File: config.mk
export PLATFORM = sky130hd
export DESIGN_NAME = date_add_subtract_days_flat
export DESIGN_NICKNAME = d
export VERILOG_FILES = /design/src/rtl/dasd_pkg.sv /design/src/rtl/dasd_if.sv /design/src/rtl/date_add_subtract_days.sv /design/src/rtl/dasd_datapath.sv /design/src/rtl/dasd_ctrl.sv /design/src/flat_wrapper.sv
export SDC_FILE = /design/constraint.sdc
export NUM_CORES = 1
export LEC_CHECK = 0
export BUFFER_PORTS_ARGS = -buffer_cell sky130_fd_sc_hd__buf_4
export CORE_ASPECT_RATIO = 0.9
export CORE_MARGIN = 2
export CORE_UTILIZATION = 30
export CTS_CLUSTER_DIAMETER = 80
export DETAILED_ROUTE_END_ITERATION = 8
export HOLD_SLACK_MARGIN = 0.02
export SLEW_MARGIN = 25
export SYNTH_ARGS = -nofsm -noshare
export SYNTH_HDL_FRONTEND = slang
export SYNTH_SLANG_ARGS = --single-unit
export TNS_END_PERCENT = 1
File: constraint.sdc
create_clock -name clk -period 16.73 [get_ports clk]
set_input_delay 1.673 -clock clk [delete_from_list [all_inputs] [get_ports clk]]
set_output_delay 1.673 -clock clk [all_outputs]
set_load 0.01 [all_outputs]
File: src/rtl/dasd_pkg.sv
// ----------------------------------------------------------------------------
// dasd_pkg
// types, constants and the month-length table of the date add/subtract block
// ----------------------------------------------------------------------------
`default_nettype none

package dasd_pkg;

  localparam int DAY_W        = 5;
  localparam int MONTH_W      = 4;
  localparam int YEAR_W       = 16;
  localparam int DAY_COUNT_W  = 16;
  localparam int COUNT_BITS   = 16;
  localparam int DIV_BITS     = (COUNT_BITS < DAY_COUNT_W) ? COUNT_BITS : DAY_COUNT_W;
  localparam int DAYS_PER_YEAR = 365;
  localparam int REM_W        = $clog2(DAYS_PER_YEAR);
  localparam int MONTHS       = 12;
  localparam int INVALID_MONTH_LEN = 31;
  localparam int CFG_INDEX_W  = 2;
  localparam int CFG_DATA_W   = 16;

  // ceil(2^24 / 365), exact quotient for counts up to 16 bits
  localparam int RECIP_365    = 45965;
  localparam int RECIP_W      = 16;
  localparam int RECIP_SHIFT  = 24;
  localparam int PROD_W       = DIV_BITS + RECIP_W;

  localparam logic [DAY_W-1:0]   RESET_DAY   = DAY_W'(1);
  localparam logic [MONTH_W-1:0] RESET_MONTH = MONTH_W'(1);
  localparam logic [YEAR_W-1:0]  RESET_YEAR  = YEAR_W'(1998);

  typedef enum logic {
    OP_ADD = 1'b0,
    OP_SUB = 1'b1
  } op_t;

  typedef enum logic [CFG_INDEX_W-1:0] {
    REG_START_DAY   = 2'd0,
    REG_START_MONTH = 2'd1,
    REG_START_YEAR  = 2'd2
  } cfg_reg_t;

  typedef enum logic [2:0] {
    ST_IDLE,
    ST_DIVIDE,
    ST_YEAR,
    ST_STEP,
    ST_DONE
  } state_t;

  typedef struct packed {
    logic start;
    logic div_step;
    logic year_apply;
    logic day_step;
    logic out_load;
  } cmd_t;

  typedef struct packed {
    logic rest_zero;
  } status_t;

  function automatic logic [DAY_W-1:0] month_len(input logic [MONTH_W-1:0] m);
    logic [DAY_W-1:0] len;
    unique case (m)
      4'd1:    len = DAY_W'(31);
      4'd2:    len = DAY_W'(28);
      4'd3:    len = DAY_W'(31);
      4'd4:    len = DAY_W'(30);
      4'd5:    len = DAY_W'(31);
      4'd6:    len = DAY_W'(30);
      4'd7:    len = DAY_W'(31);
      4'd8:    len = DAY_W'(31);
      4'd9:    len = DAY_W'(30);
      4'd10:   len = DAY_W'(31);
      4'd11:   len = DAY_W'(30);
      4'd12:   len = DAY_W'(31);
      default: len = DAY_W'(INVALID_MONTH_LEN);
    endcase
    return len;
  endfunction

endpackage

`default_nettype wire

File: src/rtl/dasd_if.sv
// ----------------------------------------------------------------------------
// dasd_cmd_if / dasd_result_if
// valid/ready channels carrying a day-count request and a resulting date
// ----------------------------------------------------------------------------
`default_nettype none

interface dasd_cmd_if;
  import dasd_pkg::*;
  logic                   valid;
  logic                   ready;
  logic                   operation;
  logic [DAY_COUNT_W-1:0] day_count;
  modport source (output valid, output operation, output day_count, input ready);
  modport sink   (input valid, input operation, input day_count, output ready);
endinterface

interface dasd_result_if;
  import dasd_pkg::*;
  logic                     valid;
  logic                     ready;
  logic        [DAY_W-1:0]   out_day;
  logic        [MONTH_W-1:0] out_month;
  logic signed [YEAR_W-1:0]  out_year;
  modport source (output valid, output out_day, output out_month, output out_year,
                  input ready);
  modport sink   (input valid, input out_day, input out_month, input out_year,
                  output ready);
endinterface

`default_nettype wire

File: src/rtl/date_add_subtract_days.sv
// ----------------------------------------------------------------------------
// date_add_subtract_days
// adds or subtracts a day count to a stored date in a 365-day calendar
// ----------------------------------------------------------------------------
// cmd channel: operation (0 add, 1 subtract) and day_count; result channel:
// out_day, out_month, out_year, the current date after the item.
// cfg port: cfg_we, cfg_index (0 day, 1 month, 2 year), cfg_data; any write
// of registers 0..2 also reloads the current date from the start values.
// one item at a time: a reciprocal multiply by 365 gives the whole years,
// the next cycle updates the year and loads the leftover days,
// then the day stepper walks the leftover days one per cycle.
// a new item is taken the cycle after the result is loaded.
// the result sits in an output register, so the next item is accepted while
// an earlier result waits; an item only stalls at its end if the receiver
// still holds off the previous result.
// reset: date goes to 1/1/1998, no result pending, cmd ready.
// ----------------------------------------------------------------------------
`default_nettype none

module date_add_subtract_days (
  input  wire logic                            clk,
  input  wire logic                            rst,
  dasd_cmd_if.sink                             cmd,
  dasd_result_if.source                        result,
  input  wire logic                            cfg_we,
  input  wire logic [dasd_pkg::CFG_INDEX_W-1:0] cfg_index,
  input  wire logic [dasd_pkg::CFG_DATA_W-1:0]  cfg_data
);
  import dasd_pkg::*;

  cmd_t                 dp_cmd;
  status_t              dp_status;
  logic [YEAR_W-1:0]    year_q;

  dasd_ctrl u_ctrl (
    .clk       (clk),
    .rst       (rst),
    .in_valid  (cmd.valid),
    .in_ready  (cmd.ready),
    .out_valid (result.valid),
    .out_ready (result.ready),
    .cmd       (dp_cmd),
    .status    (dp_status)
  );

  dasd_datapath u_dp (
    .clk       (clk),
    .rst       (rst),
    .cmd       (dp_cmd),
    .status    (dp_status),
    .operation (cmd.operation),
    .day_count (cmd.day_count),
    .cfg_we    (cfg_we),
    .cfg_index (cfg_index),
    .cfg_data  (cfg_data),
    .out_day   (result.out_day),
    .out_month (result.out_month),
    .out_year  (year_q)
  );

  assign result.out_year = year_q;

endmodule

`default_nettype wire

File: src/rtl/dasd_datapath.sv
// ----------------------------------------------------------------------------
// dasd_datapath
// start/current date registers, reciprocal divide by 365, day stepper
// ----------------------------------------------------------------------------
`default_nettype none

module dasd_datapath (
  input  wire logic                            clk,
  input  wire logic                            rst,
  input  wire dasd_pkg::cmd_t                  cmd,
  output dasd_pkg::status_t                    status,
  input  wire logic                            operation,
  input  wire logic [dasd_pkg::DAY_COUNT_W-1:0] day_count,
  input  wire logic                            cfg_we,
  input  wire logic [dasd_pkg::CFG_INDEX_W-1:0] cfg_index,
  input  wire logic [dasd_pkg::CFG_DATA_W-1:0]  cfg_data,
  output logic      [dasd_pkg::DAY_W-1:0]      out_day,
  output logic      [dasd_pkg::MONTH_W-1:0]    out_month,
  output logic      [dasd_pkg::YEAR_W-1:0]     out_year
);
  import dasd_pkg::*;

  logic [DAY_W-1:0]     start_day, start_day_next;
  logic [MONTH_W-1:0]   start_month, start_month_next;
  logic [YEAR_W-1:0]    start_year, start_year_next;
  logic                 cfg_hit;
  logic [DAY_W-1:0]     cur_day, step_day;
  logic [MONTH_W-1:0]   cur_month, step_month;
  logic [YEAR_W-1:0]    cur_year, step_year;
  logic [DIV_BITS-1:0]  dividend;
  logic [REM_W-1:0]     rem;
  logic [YEAR_W-1:0]    quot;
  logic                 sub_op;
  logic [PROD_W-1:0]    recip_prod;
  logic [DIV_BITS-1:0]  whole_days;
  logic [DIV_BITS-1:0]  leftover;
  logic [DAY_W-1:0]     len_cur;
  logic [DAY_W-1:0]     len_prev;

  // config write
  always_comb begin
    start_day_next   = start_day;
    start_month_next = start_month;
    start_year_next  = start_year;
    cfg_hit          = 1'b0;
    unique case (cfg_reg_t'(cfg_index))
      REG_START_DAY: begin
        start_day_next = cfg_data[DAY_W-1:0];
        cfg_hit        = 1'b1;
      end
      REG_START_MONTH: begin
        start_month_next = cfg_data[MONTH_W-1:0];
        cfg_hit          = 1'b1;
      end
      REG_START_YEAR: begin
        start_year_next = cfg_data[YEAR_W-1:0];
        cfg_hit         = 1'b1;
      end
      default: ;
    endcase
  end

  always_ff @(posedge clk) begin
    if (rst) begin
      start_day   <= RESET_DAY;
      start_month <= RESET_MONTH;
      start_year  <= RESET_YEAR;
    end else if (cfg_we) begin
      start_day   <= start_day_next;
      start_month <= start_month_next;
      start_year  <= start_year_next;
    end
  end

  // whole years by reciprocal multiply, leftover days in the following cycle
  assign recip_prod = PROD_W'(dividend) * PROD_W'(RECIP_365);
  assign whole_days = quot[DIV_BITS-1:0] * DIV_BITS'(DAYS_PER_YEAR);
  assign leftover   = dividend - whole_days;

  always_ff @(posedge clk) begin
    if (cmd.start) begin
      dividend <= day_count[DIV_BITS-1:0];
      sub_op   <= operation;
    end else if (cmd.div_step) begin
      quot     <= YEAR_W'(recip_prod[PROD_W-1:RECIP_SHIFT]);
    end else if (cmd.year_apply) begin
      rem      <= leftover[REM_W-1:0];
    end else if (cmd.day_step) begin
      rem      <= rem - 1'b1;
    end
  end

  assign status.rest_zero = (rem == '0);

  // one calendar day forward or backward
  assign len_cur  = month_len(cur_month);
  assign len_prev = month_len(cur_month - 1'b1);

  always_comb begin
    step_day   = cur_day;
    step_month = cur_month;
    step_year  = cur_year;
    if (sub_op == OP_SUB) begin
      priority if (cur_day > DAY_W'(1)) begin
        step_day = cur_day - 1'b1;
      end else if (cur_day == DAY_W'(1) && cur_month > MONTH_W'(1)) begin
        step_day   = len_prev;
        step_month = cur_month - 1'b1;
      end else if (cur_day == DAY_W'(1) && cur_month == MONTH_W'(1)) begin
        step_day   = DAY_W'(INVALID_MONTH_LEN);
        step_month = MONTH_W'(MONTHS);
        step_year  = cur_year - 1'b1;
      end else begin
        step_day = cur_day;
      end
    end else begin
      priority if (cur_day < len_cur) begin
        step_day = cur_day + 1'b1;
      end else if (cur_day == len_cur && cur_month < MONTH_W'(MONTHS)) begin
        step_day   = DAY_W'(1);
        step_month = cur_month + 1'b1;
      end else if (cur_day == len_cur && cur_month == MONTH_W'(MONTHS)) begin
        step_day   = DAY_W'(1);
        step_month = MONTH_W'(1);
        step_year  = cur_year + 1'b1;
      end else begin
        step_day = cur_day;
      end
    end
  end

  always_ff @(posedge clk) begin
    if (rst) begin
      cur_day   <= RESET_DAY;
      cur_month <= RESET_MONTH;
      cur_year  <= RESET_YEAR;
    end else if (cfg_we && cfg_hit) begin
      cur_day   <= start_day_next;
      cur_month <= start_month_next;
      cur_year  <= start_year_next;
    end else if (cmd.year_apply) begin
      cur_year  <= (sub_op == OP_SUB) ? cur_year - quot : cur_year + quot;
    end else if (cmd.day_step) begin
      cur_day   <= step_day;
      cur_month <= step_month;
      cur_year  <= step_year;
    end
  end

  // result register
  always_ff @(posedge clk) begin
    if (cmd.out_load) begin
      out_day   <= cur_day;
      out_month <= cur_month;
      out_year  <= cur_year;
    end
  end

endmodule

`default_nettype wire

File: src/rtl/dasd_ctrl.sv
// ----------------------------------------------------------------------------
// dasd_ctrl
// sequencer for divide, year update, day stepping and result handoff
// ----------------------------------------------------------------------------
`default_nettype none

module dasd_ctrl (
  input  wire logic              clk,
  input  wire logic              rst,
  input  wire logic              in_valid,
  output logic                   in_ready,
  output logic                   out_valid,
  input  wire logic              out_ready,
  output dasd_pkg::cmd_t         cmd,
  input  wire dasd_pkg::status_t status
);
  import dasd_pkg::*;

  state_t state, state_next;
  logic   out_valid_next;
  logic   out_free;

  assign out_free = !out_valid || out_ready;

  always_ff @(posedge clk) begin
    if (rst) begin
      state     <= ST_IDLE;
      out_valid <= 1'b0;
    end else begin
      state     <= state_next;
      out_valid <= out_valid_next;
    end
  end

  always_comb begin
    state_next = state;
    unique case (state)
      ST_IDLE:   if (in_valid) state_next = ST_DIVIDE;
      ST_DIVIDE: state_next = ST_YEAR;
      ST_YEAR:   state_next = ST_STEP;
      ST_STEP:   if (status.rest_zero) state_next = ST_DONE;
      ST_DONE:   if (out_free) state_next = ST_IDLE;
      default:   state_next = ST_IDLE;
    endcase
  end

  always_comb begin
    cmd      = '0;
    in_ready = 1'b0;
    unique case (state)
      ST_IDLE: begin
        in_ready  = 1'b1;
        cmd.start = in_valid;
      end
      ST_DIVIDE: cmd.div_step   = 1'b1;
      ST_YEAR:   cmd.year_apply = 1'b1;
      ST_STEP:   cmd.day_step   = !status.rest_zero;
      ST_DONE:   cmd.out_load   = out_free;
      default: ;
    endcase
  end

  always_comb begin
    out_valid_next = out_valid;
    priority if (cmd.out_load) begin
      out_valid_next = 1'b1;
    end else if (out_ready) begin
      out_valid_next = 1'b0;
    end
  end

endmodule

`default_nettype wire

File: src/flat_wrapper.sv
// flat-port wrapper written by rule: the top's interface ports become plain ports
module date_add_subtract_days_flat import dasd_pkg::*;
  (clk, rst, cfg_we, cfg_index, cfg_data, cmd_valid, cmd_operation, cmd_day_count, cmd_ready, result_valid, result_out_day, result_out_month, result_out_year, result_ready);
  dasd_cmd_if cmd_i ();
  dasd_result_if result_i ();
  input  wire logic clk;
  input  wire logic rst;
  input  wire logic cfg_we;
  input  wire logic [dasd_pkg::CFG_INDEX_W-1:0] cfg_index;
  input  wire logic [dasd_pkg::CFG_DATA_W-1:0] cfg_data;
  input wire logic [$bits(cmd_i.valid)-1:0] cmd_valid;
  input wire logic [$bits(cmd_i.operation)-1:0] cmd_operation;
  input wire logic [$bits(cmd_i.day_count)-1:0] cmd_day_count;
  output wire logic [$bits(cmd_i.ready)-1:0] cmd_ready;
  output wire logic [$bits(result_i.valid)-1:0] result_valid;
  output wire logic [$bits(result_i.out_day)-1:0] result_out_day;
  output wire logic [$bits(result_i.out_month)-1:0] result_out_month;
  output wire logic [$bits(result_i.out_year)-1:0] result_out_year;
  input wire logic [$bits(result_i.ready)-1:0] result_ready;
  assign cmd_i.valid = cmd_valid;
  assign cmd_i.operation = cmd_operation;
  assign cmd_i.day_count = cmd_day_count;
  assign cmd_ready = cmd_i.ready;
  assign result_valid = result_i.valid;
  assign result_out_day = result_i.out_day;
  assign result_out_month = result_i.out_month;
  assign result_out_year = result_i.out_year;
  assign result_i.ready = result_ready;
  date_add_subtract_days u_core (.clk(clk), .rst(rst), .cmd(cmd_i), .result(result_i), .cfg_we(cfg_we), .cfg_index(cfg_index), .cfg_data(cfg_data));
endmodule
# After elaboration in Yosys (flattened, before gate mapping)
# Memory sizes are Yosys's and may differ from the RTL's. A register that Yosys moved wholly into a read port is not among the register bits.
# Index checks and enable logic that the tools add are counted.
# totals
out_inout_bits	27
inputBits	40
word_cells	134
ff_bits	113
romBits	64
latchBits	0
mem_count	2
ram_bits	0
# op_classes
order_cmp	4
n_eq_ne	23
n_mux	51
add_sub_neg	10
shift	0
div_mod_pow	0
multipliers	2
n_bitwise	2
n_reduce_logical	25
# memory_table
memory	depth	word_bits	rd	rd_ports_with_merged_regs	wr	line_no	source
(name not given)	16	2	1	0	0	dasd_pkg.sv:65	unique case (m)
(name not given)	16	2	1	1	0	dasd_pkg.sv:65	
# op_table
cell	count
2-to-1 mux 16 bit	12
2-to-1 mux 5 bit	11
2-to-1 mux 4 bit	13
multiplier 16 x 16 -> 32 bit (second input constant)	1
2-to-1 mux 9 bit	2
adder 16 x 1 -> 16 bit (second input constant)	1
adder 16 x 8 -> 16 bit	1
inequality test 4 x 2 -> 1 bit (second input constant)	4
subtractor 16 x 1 -> 16 bit (second input constant)	1
subtractor 16 x 8 -> 16 bit	1
one-hot mux 3 bit (5 select lines)	1
logical NOT 9 bit	1
multiplier 8 x 9 -> 9 bit (second input constant)	1
2-to-1 mux 1 bit	9
2-to-1 mux 3 bit	3
subtractor 9 x 1 -> 9 bit (second input constant)	1
subtractor 9 bit	1
inequality test 2 bit (second input constant)	4
inequality test 4 x 1 -> 1 bit (second input constant)	2
nonzero test 4 bit	2
AND reduction 7 bit	1
== test 3 x 2 -> 1 bit (second input constant)	2
inequality test 3 x 2 -> 1 bit (second input constant)	2
AND reduction 3 bit	2
30 further kinds	38

# Depth between registers and ports, before layout
# depth
depth_word	11
mapped_depth	21

# Modules after synthesis
# From an unflattened synthesis, not the netlist that was laid out.
# unflattened
cells_unflattened	1250
hier_area_um2	11936.4
# modules_own_cells
module	n_inst	area_each_um2	cells_per_inst
dasd_datapath	1	11708.7	1222
dasd_ctrl	1	227.7	28

# Worst setup path after synthesis
# No wires, ideal clock.
# synth_path
path_type	flip-flop to flip-flop
from	register u_core.u_dp.dividend[10]
to	register u_core.u_dp.quot[6], data pin
t_required_ns	16.464
setup_slack_ns	11.224
t_arrival_ns	5.240
setup_ns	0.266
stages_incl_launch_ff	18
n_path_buf	0
cell_sequence	edfxtp_1 inv_1 fa_1 inv_1 ha_1 fa_1 fa_1 fa_1 inv_1 fa_1 inv_1 ha_1 a21o_1 a221o_1 a31oi_1 a41oi_1 o41ai_1 xnor2_1
# synth_between
elab_chain_cells	1
# synth_lines
item	line_no	source
from (decl)	dasd_datapath.sv:30	logic [DIV_BITS-1:0] dividend;
from (signal assigned)	dasd_datapath.sv:82	dividend <= day_count[DIV_BITS-1:0];
multiplier 16 x 16 -> 32 bit	dasd_datapath.sv:76	assign recip_prod = PROD_W'(dividend) * PROD_W'(RECIP_365);
named net u_core.u_dp.recip_prod[30]	dasd_datapath.sv:34	logic [PROD_W-1:0] recip_prod;
to (signal assigned)	dasd_datapath.sv:85	quot <= YEAR_W'(recip_prod[PROD_W-1:RECIP_SHIFT]);
to (decl)	dasd_datapath.sv:32	logic [YEAR_W-1:0] quot;
# The timed path passes the listed nets, and every way through them passes these cells.
# A chain may end at the register's enable or synchronous reset.

# Worst setup path after layout
# Ends and elaborated chain as after synthesis.

==> run metrics <==
WL final=28100 um; hold slack=0.457 ns; Pwr Density=210 nW/um2; Final #Nets=1677; Die W=215 um; Final Cell Area=13700 um2; post-synth net total=1624; final core occ=34.6%; worst setup margin=10.74 ns; R2R Setup Slk=10.74 ns; worst skew pair latency=0.43 ns; Unique masters post-synth=72; Clock power frac=12.3%; Rel. slew slack=32.2%; CTS H-Tree Depth=4; global route overflow=0; Gate Count Post-Synth=1278; I/O pin cnt=67; Post-synth ARST share=0%; CTS Buffer Depth=2; CTS Hold Bufs=0; top cells by area, synth=ha_1 (21%), fa_1 (17%), edfxtp_1 (15%), dfxtp_1 (9.3%), inv_1 (6.7%); most frequent CP cell=fa_1; Post-synth top flop=edfxtp_1; initial antenna violation count=1; number of synthesized flops with an enable pin=59; Hold Path Stages=2; Slew Limit Fails=0; crit path DAT=6.15 ns; DP HPWL=22100 um; # diodes=0; Max Fclk=0.167 GHz; Slowest cell on crit path=edfxtp_1; final setup skew=0.0158 ns; Crit path largest cell delay=0.70 ns; post-route ant nets=0; total number of vias=9025; router iterations before antenna repair=4; Worst Setup Start Kind=register; CP max FO=10; WL per Instance=15.0 um; post-layout minimum cycle time=5.99 ns; layout cells sized above 1=8.71%; GRT Resource Usage Total=13.7%; FP Rows=69; core outline area=39500 um2; area leader, netlist=ha_1; worst-path cell chain=inv_1 > fa_1 > inv_1 > ha_1 > fa_1 > fa_1 > fa_1 > inv_1 > fa_1 > inv_1 > ha_1 > a21o_1 > a221o_1 > a31oi_1 > a41oi_1 > o41ai_1 > xnor2_1; Setup TNS Final=0 ns; YS warnings=0; Seq pwr share=13.7%; crit end category=register; switching share of power=46.7%; setup repair after global routing missed its margin=no; Area after DPL=13100 um2; Clock Pin Slew Worst Setup and Hold Paths=0.06 ns; first-pass GRT wire length=45900 um; Max Cap Viol=0; Seq/Total Area, Yosys=24.0%; vias in the first global route=8947; syn avg cell area=9.43 um2; Remaining DRCs=0; reg2reg path depth=17; final setup vio count=0; Internal=0.00153 W; Yosys top cell area share=21.0%; outcome=finished, final reports clean; Die ar.=41800 um2; Worst-Margin Slew=1.02 ns; combinational fraction of design power=74.0%; Pleak=6.39 nW; period utilization=35.8%; worst endpoint required time=16.89 ns; worst hold path class=register to register; chip height=194 um; Clock Sinks=115; critical path class=register to register; post-cts resize count=0; Num CTS Buffers=17; NetSw=0.00134 W; maximum number of pins on one net before global-route repair=54; Root Driver=clkbuf_16; Synth Register Bits=115; final hold violation count=0; Initial Utilization=30.5%; postcts setup bufs=0; Post-Syn Area=12000 um2; Iteration-0 DRC Markers=629; RD Place Congestion=0.847; area delta synth->final=13.4%; Worst VDD drop=0.135 mV; # port buffers=66; pre-CTS WS=10.69 ns; Vias/cell=4.81; CTS tree=yes
cell usage in the layout (no fill, tap or decap), drive strengths merged, types with 4 or more instances in the layout:
cell type / count
or4: 4
dfxtp: 56
xnor2: 26
a211oi: 8
o31ai: 4
buf: 71
nand2b: 9
nor2: 73
a21o: 26
and2: 9
clkinv: 6
and3: 8
mux2i: 14
a31o: 4
a31oi: 16
inv: 219
o21a: 12
a21boi: 4
nand3b: 8
a21oi: 59
o221ai: 5
a211o: 5
fa: 104
nor2b: 12
nand2: 116
o211ai: 9
nand3: 25
o41ai: 5
ha: 202
nor3: 22
o22ai: 4
or2: 4
a311oi: 4
o21ai: 39
edfxtp: 59
clkbuf: 18
xor2: 17
layout make-up:
| class | instances | area, um2 |
|---|---|---|
| Clock buffer | 18 | 429 |
| Tap cell | 532 | 666 |
| Sequential cell | 115 | 2890 |
| Fill cell | 4102 | 25900 |
| Multi-Input combinational cell | 912 | 8220 |
| Inverter | 214 | 803 |
| Timing Repair Buffer | 71 | 533 |
| Clock inverter | 14 | 128 |
worst paths after layout:
path,startpoint,endpoint
setup / recovery,u_core.u_dp.dividend[10]$_DFFE_PP_,u_core.u_dp.quot[6]$_DFFE_PP_
setup reg to reg,u_core.u_dp.dividend[10]$_DFFE_PP_,u_core.u_dp.quot[6]$_DFFE_PP_
hold / removal,u_core.u_dp.start_year[0]$_SDFFE_PP0P_,u_core.u_dp.start_year[0]$_SDFFE_PP0P_
hold reg to reg,u_core.u_dp.start_year[0]$_SDFFE_PP0P_,u_core.u_dp.start_year[0]$_SDFFE_PP0P_
synthesized netlist by cell type, drive strengths merged, types with 4 or more instances:
master and count:
a21oi 59, o22ai 4, nor2b 12, or2 4
fa 104, nand3 25, o21a 12, clkbuf 33
inv 214, xor2 17, a31oi 16, and3 8
nor3 22, o21ai 39, nand2 116, a211oi 8
a311oi 4, xnor2 26, nor2 73, a31o 4
o211ai 9, mux2i 14, o221ai 5, and2 9
o41ai 5, a211o 5, a21o 26, nand2b 9
buf 4, dfxtp 56, ha 202, nand3b 8
a21boi 4, or4 4, o31ai 4, edfxtp 59
sequential cells by signal (all words and copies together), names as in the netlist:
name                     count
u_core.u_ctrl.out_valid      1
u_core.u_ctrl.state          3
u_core.u_dp.cur_day          5
u_core.u_dp.cur_month        4
u_core.u_dp.cur_year        16
u_core.u_dp.dividend        16
u_core.u_dp.len_cur          2
u_core.u_dp.out_day          5
u_core.u_dp.out_month        4
u_core.u_dp.out_year        16
u_core.u_dp.quot             8
u_core.u_dp.rem              9
u_core.u_dp.start_day        5
u_core.u_dp.start_month      4
u_core.u_dp.start_year      16
u_core.u_dp.sub_op           1
critical path: cells and delay by family (launching register included):
kind                       cells  cell delay (ns)
AOI/OAI and AO/OA              5             1.28
DFF                            1             0.70
xor gates and xnor gates       1             0.13
adders and majority gates      7             3.24
buffers and inverters          4             0.33
cell families (layout without fill, tap and decap cells):
family / count (synthesis) / in the layout / share of synthesized area (%)
compound gates: 242 / 242 / 13.7
xor+xnor: 43 / 43 / 3.13
fa+ha+maj: 306 / 306 / 38.3
buf+inv: 251 / 317 / 7.83
flops: 115 / 115 / 24.0
mux: 16 / 16 / 1.35
simple gates: 305 / 305 / 11.8
power by group through the flow:
stage	Combinational, W	Clock, W	Sequential [W]
floorplan	0.00170	0	0.000378
global placement	0.00210	0	0.000398
detailed placement	0.00214	0	0.000399
CTS	0.00216	0.000361	0.000393
global route	0.00248	0.000373	0.000398
finish	0.00212	0.000352	0.000392
stage by stage:
step	total power, W	cells
6_report	0.00287	1876
5_1_grt	0.00325	1876
4_1_cts	0.00291	1876
3_5_place_dp	0.00254	1844
3_3_place_gp	0.00250	1844
2_1_floorplan	0.00208	1278
metal layers:
| layer | routed length (um) | track usage (%) |
|---|---|---|
| met5 | 0 | 0 |
| met4 | 447 | 3.96 |
| met3 | 1090 | 2.31 |
| met2 | 13000 | 22.0 |
| met1 | 13500 | 19.0 |
No activity file was read; power rests on OpenSTA's default activity.
